### src/sv/dts_pkg.sv
// ----------------------------------------------------------------------------
// dts_pkg - shared types and constants of the DFA token scanner
//
// Character classes, automaton states, token kinds, keyword table and the
// transaction payload types of both channels.
// ----------------------------------------------------------------------------
package dts_pkg;

    // Input command codes
    localparam logic CMD_CHAR = 1'b0;
    localparam logic CMD_END  = 1'b1;

    // Token kinds
    localparam logic [2:0] KIND_IDENT   = 3'd0;
    localparam logic [2:0] KIND_NUMBER  = 3'd1;
    localparam logic [2:0] KIND_KEYWORD = 3'd2;
    localparam logic [2:0] KIND_DELIM   = 3'd3;
    localparam logic [2:0] KIND_OPER    = 3'd4;
    localparam logic [2:0] KIND_ERROR   = 3'd5;

    // Keyword indexes
    localparam logic [2:0] KW_NONE = 3'd7;

    localparam int KW_COUNT      = 7;
    localparam int KW_PREFIX_LEN = 5;

    typedef logic [0:KW_PREFIX_LEN-1][7:0] kw_text_t;

    // Keyword text, first character in entry 0, padded with zeros
    localparam kw_text_t KW_TEXT [KW_COUNT] = '{
        {"if",    24'h0},
        {"else",   8'h0},
        {"for",   16'h0},
        "while",
        {"int",   16'h0},
        "write",
        {"read",   8'h0}
    };

    localparam logic [2:0] KW_LEN [KW_COUNT] = '{
        3'd2, 3'd4, 3'd3, 3'd5, 3'd3, 3'd5, 3'd4
    };

    typedef enum logic [3:0] {
        CC_ZERO,
        CC_DIGIT,
        CC_LETTER,
        CC_DELIM,
        CC_PLUS,
        CC_MINUS,
        CC_STAR,
        CC_SLASH,
        CC_EQUAL,
        CC_LESS,
        CC_GREATER,
        CC_BANG,
        CC_NONE
    } char_class_t;

    typedef enum logic [3:0] {
        ST_START,
        ST_IDENT,
        ST_NUMBER,
        ST_ZERO,
        ST_DELIM,
        ST_OP,
        ST_OP_EQ,
        ST_BANG,
        ST_SLASH,
        ST_BODY,
        ST_STAR,
        ST_CLOSE,
        ST_DEAD
    } scan_state_t;

    typedef struct packed {
        logic       cmd;
        logic [7:0] ch;
    } scan_item_t;

    typedef struct packed {
        logic [2:0] kind;
        logic [2:0] keyword_index;
        logic [7:0] token_length;
        logic [7:0] first_char;
        logic [7:0] second_char;
    } tok_item_t;

    function automatic char_class_t char_class(input logic [7:0] c);
        char_class_t cls;
        cls = CC_NONE;
        if (c == "0")
            cls = CC_ZERO;
        else if (c >= "1" && c <= "9")
            cls = CC_DIGIT;
        else if ((c >= "a" && c <= "z") || (c >= "A" && c <= "Z"))
            cls = CC_LETTER;
        else
        begin
            case (c)
                "(", ")", ";", "{", "}", ",": cls = CC_DELIM;
                "+":     cls = CC_PLUS;
                "-":     cls = CC_MINUS;
                "*":     cls = CC_STAR;
                "/":     cls = CC_SLASH;
                "=":     cls = CC_EQUAL;
                "<":     cls = CC_LESS;
                ">":     cls = CC_GREATER;
                "!":     cls = CC_BANG;
                default: cls = CC_NONE;
            endcase
        end
        return cls;
    endfunction

    function automatic scan_state_t next_state(input scan_state_t s, input char_class_t cls);
        scan_state_t n;
        n = ST_DEAD;
        case (s)
            ST_START:
            begin
                case (cls)
                    CC_ZERO:                       n = ST_ZERO;
                    CC_DIGIT:                      n = ST_NUMBER;
                    CC_LETTER:                     n = ST_IDENT;
                    CC_DELIM:                      n = ST_DELIM;
                    CC_PLUS, CC_MINUS, CC_STAR:    n = ST_OP;
                    CC_SLASH:                      n = ST_SLASH;
                    CC_EQUAL, CC_LESS, CC_GREATER: n = ST_OP_EQ;
                    CC_BANG:                       n = ST_BANG;
                    default:                       n = ST_DEAD;
                endcase
            end
            ST_IDENT:
                if (cls == CC_ZERO || cls == CC_DIGIT || cls == CC_LETTER)
                    n = ST_IDENT;
            ST_NUMBER:
                if (cls == CC_ZERO || cls == CC_DIGIT)
                    n = ST_NUMBER;
            ST_OP_EQ, ST_BANG:
                if (cls == CC_EQUAL)
                    n = ST_OP;
            ST_SLASH:
                if (cls == CC_STAR)
                    n = ST_BODY;
            // comment body: anything but a star stays plain text
            ST_BODY:
                n = (cls == CC_STAR) ? ST_STAR : ST_BODY;
            ST_STAR:
            begin
                case (cls)
                    CC_STAR:  n = ST_STAR;
                    CC_SLASH: n = ST_CLOSE;
                    default:  n = ST_BODY;
                endcase
            end
            default: n = ST_DEAD;
        endcase
        return n;
    endfunction

    function automatic logic is_accepting(input scan_state_t s);
        return (s == ST_IDENT) || (s == ST_NUMBER) || (s == ST_ZERO) ||
               (s == ST_DELIM) || (s == ST_OP) || (s == ST_OP_EQ) ||
               (s == ST_CLOSE);
    endfunction

endpackage

### src/sv/dts_kw_match.sv
// ----------------------------------------------------------------------------
// dts_kw_match - keyword lookup
//
// Compares the stored word prefix and a clamped word length against the
// keyword table; returns the matching keyword index or the no-keyword code.
// ----------------------------------------------------------------------------
module dts_kw_match
(
    input  dts_pkg::kw_text_t prefix,
    input  logic [2:0]        len_code,
    output logic [2:0]        kw_index
);

    logic [dts_pkg::KW_COUNT-1:0] hit;

    always_comb
    begin
        for (int k = 0; k < dts_pkg::KW_COUNT; k++)
        begin
            hit[k] = (len_code == dts_pkg::KW_LEN[k]);
            for (int i = 0; i < dts_pkg::KW_PREFIX_LEN; i++)
            begin
                // only characters inside the keyword length count
                if (i < int'(dts_pkg::KW_LEN[k]) && prefix[i] != dts_pkg::KW_TEXT[k][i])
                    hit[k] = 1'b0;
            end
        end
    end

    always_comb
    begin
        kw_index = dts_pkg::KW_NONE;
        for (int k = dts_pkg::KW_COUNT - 1; k >= 0; k--)
        begin
            if (hit[k])
                kw_index = 3'(k);
        end
    end

endmodule

### src/sv/dfa_token_scanner.sv
// ----------------------------------------------------------------------------
// dfa_token_scanner - lexical analyzer driven by a 13-state automaton
//
// Channel  Role    Handshake            Payload
// scan     sink    scan_valid/stall     dts_pkg::scan_item_t {cmd, ch}
// tok      source  tok_valid/stall      dts_pkg::tok_item_t  {kind, keyword_index,
//                                        token_length, first_char, second_char}
//
// One character transaction per cycle while scan_stall is low: the automaton
// step, keyword compare and token build sit between the scan state registers
// and the token register. A transaction that ends a token writes it into the
// token register, or into the skid register behind it while tok is stalled,
// which keeps the scan side running; scan_stall rises only when both hold a token.
// Reset (rst_n low, asynchronous) returns the automaton to start, empty word.
// ----------------------------------------------------------------------------
module dfa_token_scanner
#(
    parameter int MAX_TOKEN_LEN = 255
)
(
    input  logic                clk,
    input  logic                rst_n,
    input  logic                scan_valid,
    output logic                scan_stall,
    input  dts_pkg::scan_item_t scan_item,
    output logic                tok_valid,
    input  logic                tok_stall,
    output dts_pkg::tok_item_t  tok_item
);

    localparam int LEN_CAP = (MAX_TOKEN_LEN < 255) ? MAX_TOKEN_LEN : 255;
    localparam int LEN_W   = $clog2(LEN_CAP + 2);

    localparam logic [LEN_W-1:0] LEN_CAP_V = LEN_W'(LEN_CAP);
    localparam logic [LEN_W-1:0] LEN_SAT_V = LEN_W'(LEN_CAP + 1);

    dts_pkg::scan_state_t state_reg, state_next;
    logic [LEN_W-1:0]     len_reg, len_next;
    dts_pkg::kw_text_t    prefix_reg, prefix_next;

    logic                 out_valid_reg, out_valid_next;
    dts_pkg::tok_item_t   out_reg, out_next;
    logic                 skid_valid_reg, skid_valid_next;
    dts_pkg::tok_item_t   skid_reg, skid_next;

    dts_pkg::char_class_t cls;
    dts_pkg::scan_state_t step;
    logic                 accept;
    logic                 extend;
    logic                 emit;
    logic                 space;
    logic                 out_fire;
    logic [2:0]           len_code;
    logic [2:0]           kw_index;
    dts_pkg::tok_item_t   tok;

    assign accept   = scan_valid && !scan_stall;
    assign out_fire = out_valid_reg && !tok_stall;

    assign cls    = dts_pkg::char_class(scan_item.ch);
    assign step   = dts_pkg::next_state(state_reg, cls);
    assign extend = (scan_item.cmd == dts_pkg::CMD_CHAR) && (step != dts_pkg::ST_DEAD);
    assign space  = (scan_item.ch == 8'h20) || (scan_item.ch == 8'h09) ||
                    (scan_item.ch == 8'h0A);

    // a closed comment and an empty word produce no token
    assign emit = accept && !extend && (len_reg != '0) && (state_reg != dts_pkg::ST_CLOSE);

    assign len_code = (len_reg > LEN_W'(6)) ? 3'd7 : 3'(len_reg);

    dts_kw_match u_kw_match
    (
        .prefix   (prefix_reg),
        .len_code (len_code),
        .kw_index (kw_index)
    );

    always_comb
    begin
        tok.keyword_index = dts_pkg::KW_NONE;
        tok.kind          = dts_pkg::KIND_ERROR;
        if (dts_pkg::is_accepting(state_reg))
        begin
            tok.keyword_index = kw_index;
            if (kw_index != dts_pkg::KW_NONE)
                tok.kind = dts_pkg::KIND_KEYWORD;
            else if (state_reg == dts_pkg::ST_IDENT)
                tok.kind = dts_pkg::KIND_IDENT;
            else if (state_reg == dts_pkg::ST_NUMBER || state_reg == dts_pkg::ST_ZERO)
                tok.kind = dts_pkg::KIND_NUMBER;
            else if (state_reg == dts_pkg::ST_DELIM)
                tok.kind = dts_pkg::KIND_DELIM;
            else
                tok.kind = dts_pkg::KIND_OPER;
        end
        tok.token_length = (len_reg > LEN_CAP_V) ? 8'(LEN_CAP_V) : 8'(len_reg);
        tok.first_char   = prefix_reg[0];
        tok.second_char  = (len_reg >= LEN_W'(2)) ? prefix_reg[1] : 8'h00;
    end

    // automaton and word tracking
    always_comb
    begin
        state_next  = state_reg;
        len_next    = len_reg;
        prefix_next = prefix_reg;
        if (accept)
        begin
            if (scan_item.cmd == dts_pkg::CMD_END)
            begin
                state_next = dts_pkg::ST_START;
                len_next   = '0;
            end
            else if (extend)
            begin
                state_next = step;
                for (int i = 0; i < dts_pkg::KW_PREFIX_LEN; i++)
                begin
                    if (len_reg == LEN_W'(i))
                        prefix_next[i] = scan_item.ch;
                end
                if (len_reg < LEN_SAT_V)
                    len_next = len_reg + LEN_W'(1);
            end
            else if (space)
            begin
                state_next = dts_pkg::ST_START;
                len_next   = '0;
            end
            else
            begin
                // rejected character opens a new word
                state_next     = dts_pkg::next_state(dts_pkg::ST_START, cls);
                len_next       = LEN_W'(1);
                prefix_next[0] = scan_item.ch;
            end
        end
    end

    // token register with skid stage
    always_comb
    begin
        out_valid_next  = out_valid_reg;
        out_next        = out_reg;
        skid_valid_next = skid_valid_reg;
        skid_next       = skid_reg;
        if (skid_valid_reg)
        begin
            if (out_fire)
            begin
                out_next        = skid_reg;
                skid_valid_next = 1'b0;
            end
        end
        else if (emit)
        begin
            if (!out_valid_reg || out_fire)
            begin
                out_valid_next = 1'b1;
                out_next       = tok;
            end
            else
            begin
                skid_valid_next = 1'b1;
                skid_next       = tok;
            end
        end
        else if (out_fire)
        begin
            out_valid_next = 1'b0;
        end
    end

    always_ff @(posedge clk or negedge rst_n)
    begin
        if (!rst_n)
        begin
            state_reg      <= dts_pkg::ST_START;
            len_reg        <= '0;
            out_valid_reg  <= 1'b0;
            skid_valid_reg <= 1'b0;
        end
        else
        begin
            state_reg      <= state_next;
            len_reg        <= len_next;
            out_valid_reg  <= out_valid_next;
            skid_valid_reg <= skid_valid_next;
        end
    end

    // hold payload without reset
    always_ff @(posedge clk)
    begin
        prefix_reg <= prefix_next;
        out_reg    <= out_next;
        skid_reg   <= skid_next;
    end

    assign scan_stall = skid_valid_reg;
    assign tok_valid  = out_valid_reg;
    assign tok_item   = out_reg;

endmodule
### config.mk
export PLATFORM = sky130hd
export DESIGN_NAME = dfa_token_scanner
export DESIGN_NICKNAME = d
export VERILOG_FILES = /design/src/sv/dts_pkg.sv /design/src/sv/dts_kw_match.sv /design/src/sv/dfa_token_scanner.sv
export SDC_FILE = /design/constraint.sdc
export NUM_CORES = 1
export LEC_CHECK = 0
export ABC_AREA = 1
export BUFFER_PORTS_ARGS = -buffer_cell sky130_fd_sc_hd__buf_2
export CAP_MARGIN = 20
export CORE_ASPECT_RATIO = 0.7
export CORE_MARGIN = 5
export CORE_UTILIZATION = 50
export CTS_CLUSTER_DIAMETER = 150
export DETAILED_ROUTE_END_ITERATION = 10
export HOLD_SLACK_MARGIN = 0.15
export PLACE_DENSITY = 0.68
export SYNTH_ARGS = -nofsm -noshare
export SYNTH_HDL_FRONTEND = slang
export SYNTH_SLANG_ARGS = --single-unit
### constraint.sdc
create_clock -name clk -period 4.65 [get_ports clk]
set_input_delay 0.2325 -clock clk [delete_from_list [all_inputs] [get_ports clk]]
set_output_delay 0.2325 -clock clk [all_outputs]
set_load 0.01 [all_outputs]
==> metrics.yaml <==
reg2reg_setup_slack_ns: 1.50
synth_edf_count: 100
final_nets: 676
postSynthAreaPerCell_um2: 9.63
synth_largest_area_cell: "edfxtp_1"
cts_setup_buffers: 0
final_area_um2: 6780
cts_buffers: 17
clockBufferDepth: 2
antenna_found_initial: 0
area_growth_pct: 18.2
synthArstFlopShare_pct: 13.0
synth_top_area_share_pct: 52.3
drtIter0Drc: 281
hold_end: "prefix_reg[4]"
htree_levels: 4
synth_cells: 596
drt-total-wl_mm: 12.4
cp-end-kind: "register"
pre_cts_ws_ns: 1.53
reg2reg_depth: 6
criticalPathCategory: "reg -> reg"
grt_overflow: 0
drc: 0
rsz0062_at_grt: "false"
fin_crit_sh_pct: 67.8
clockRootBuffer: "clkbuf_16"
drv_slew: 0
arrival_ns: 3.17
ant_nets: 0
cts_tree: "done"
hold_slack_ns: 0.174
ys_types: 44
outcome: "complete, no violations"
post_cts_resized: 0
via_count: 4308
hold_depth: 1
port_buffers: 44
dieHeight_um: 99.6
crit_required_ns: 4.67
fmax_ghz: 0.317
synth-seq-cells: 115
antenna-diode-count: 0
clk_pin_slew_ns: 0.05
period_needed_ns: 3.15
placed_area_um2: 6150
largest_reg_flops: 40
clock_latency_ns: 0.41
core_area_um2: 11100
r2r_end: "prefix_reg[19]"
final_core_util_pct: 60.9
cts_sinks: 115
slew_headroom_pct: 30.0
viasPerCell: 5.23
grt_pass1_vias: 4071
grt_usage_pct: 18.9
cts_hold_buf: 4
tightestPinTransition_ns: 1.04
clock_skew_ns: 0.00615
die_w_um: 138
wl_per_cell_um: 15.0
drv_cap: 0
r2r_start: "scan_stall"
synth_area_um2: 5740
grt_max_degree: 40
fillers: 953
synthFlopType: "edfxtp_1"
register_area_um2: 3380
io_pins: 45
critPathMaxFanout: 39
cellPowerDensity_nw_per_um2: 567
grt_pass1_wl_mm: 20.4
initial_core_util_pct: 51.5
hold_path.class: "in -> reg"
place_hpwl_mm: 9.09
leakage_nw: 2.83
dieArea_um2: 13800
setup_viol: 0
ys_seq_area_share_pct: 58.9
multiInputGateArea_um2: 2030
finalWeightedCongestion: 0.885
firstDrtPassIters: 4
synth.area.top_cells: "edfxtp_1 (52%), nand2_1 (9.0%), dfrtp_1 (6.5%), nor2_1 (5.4%), inv_1 (4.4%)"
layout-drive-gt1-share_pct: 18.5
rows: 32
synth_fp_nets: 614
startpoint_type: "register"
min_from: "scan_item[4]"
tns_ns: 0
yosysWarnings: 0
setup_ws_ns: 1.50
final-hold-violation-count: 0
vdd_drop_max_mv: 0.305
==> power by group <==
group	internal, mW	switching [mW]
Clock	0.880	0.421
Combinational	0.326	0.740
Sequential	1.38	0.0938
Total	2.59	1.25
==> worst max path at each step <==
stage	slack, ns	startpoint	cells after the start	to
3_5_place_dp	1.53	scan_stall	6	prefix_reg[20]
5_1_grt	1.23	scan_stall	6	prefix_reg[17]
2_1_floorplan	1.45	state_reg[1]	9	skid_reg[0]
4_1_cts	1.52	scan_stall	6	prefix_reg[21]
3_3_place_gp	1.69	scan_stall	6	prefix_reg[23]
6_report	1.50	scan_stall	6	prefix_reg[19]
==> cell usage after synthesis (2+ instances only) <==
library cell and number:
o21bai_1 2, o21ai_0 15, nand3b_1 2, nor3_1 16, nand3_4 2, nand4_1 17
edfxtp_1 100, o22ai_1 3, o21ai_2 2, a31oi_1 8, inv_2 5, nand2_8 2
nor2_2 3, inv_4 3, nand2_1 138, nand3_1 39, xor2_1 4, clkbuf_1 7
dfrtp_1 15, o311ai_0 2, or2_2 3, nor4_1 7, nor2_1 83, o211ai_1 2
a21oi_1 6, clkinv_1 2, nand2_2 8, nand2_4 6, a21oi_2 3, nand3_2 7
ha_1 5, inv_1 67
==> cell type report <==
class / instances / share of cell area (%)
Tap cell: 153 / 2.82
Timing Repair Buffer: 52 / 4.28
Multi-Input combinational cell: 395 / 29.9
Sequential cell: 115 / 49.8
Clock inverter: 13 / 2.45
Inverter: 77 / 4.37
Clock buffer: 18 / 6.33
==> cell usage in the layout, fill, tap and decap left out, types with 5 or more instances in the layout <==
cell type,count
dfrtp_1,15
edfxtp_1,100
ha_1,5
a31oi_1,8
clkinv_1,5
o21ai_0,15
nand4_1,17
nand2_2,8
nand2_4,6
nor2_1,82
nor4_1,7
nand3_2,7
inv_1,67
buf_2,44
a21oi_1,6
nor3_1,16
nand3_1,39
nand2_1,138
inv_2,5
clkbuf_16,17
==> cell families after synthesis <==
logic type,count (synthesis),synth area share [%]
flops,115,58.9
simple gates,338,28.2
xor+xnor,4,0.611
buf+inv,86,5.78
compound gates,48,5.39
fa+ha+maj,5,1.09
==> metal layers <==
metal	global-route usage, %	up-vias	wire [um]
met5	0	-	0
met2	27.4	105	5330
li1	-	2148	-
met1	27.1	2037	6240
met4	7.74	0	224
met3	5.05	18	556
==> through the flow <==
step                      power (mW)  instances
after floorplan                 2.23        596
after global placement          2.53        788
after detailed placement        2.55        788
after CTS                       3.86        823
after global routing            4.05        823
final                           3.84        823
==> critical path, stage by stage, from the launching register on <==
cell     delay [ns]
dfrtp_1        0.69
inv_1          0.14
buf_4          0.36
nand2_1        0.22
nor2_1         0.37
nand2_1        0.15
nor3_1         0.81
(Power assumes the default switching activity.)
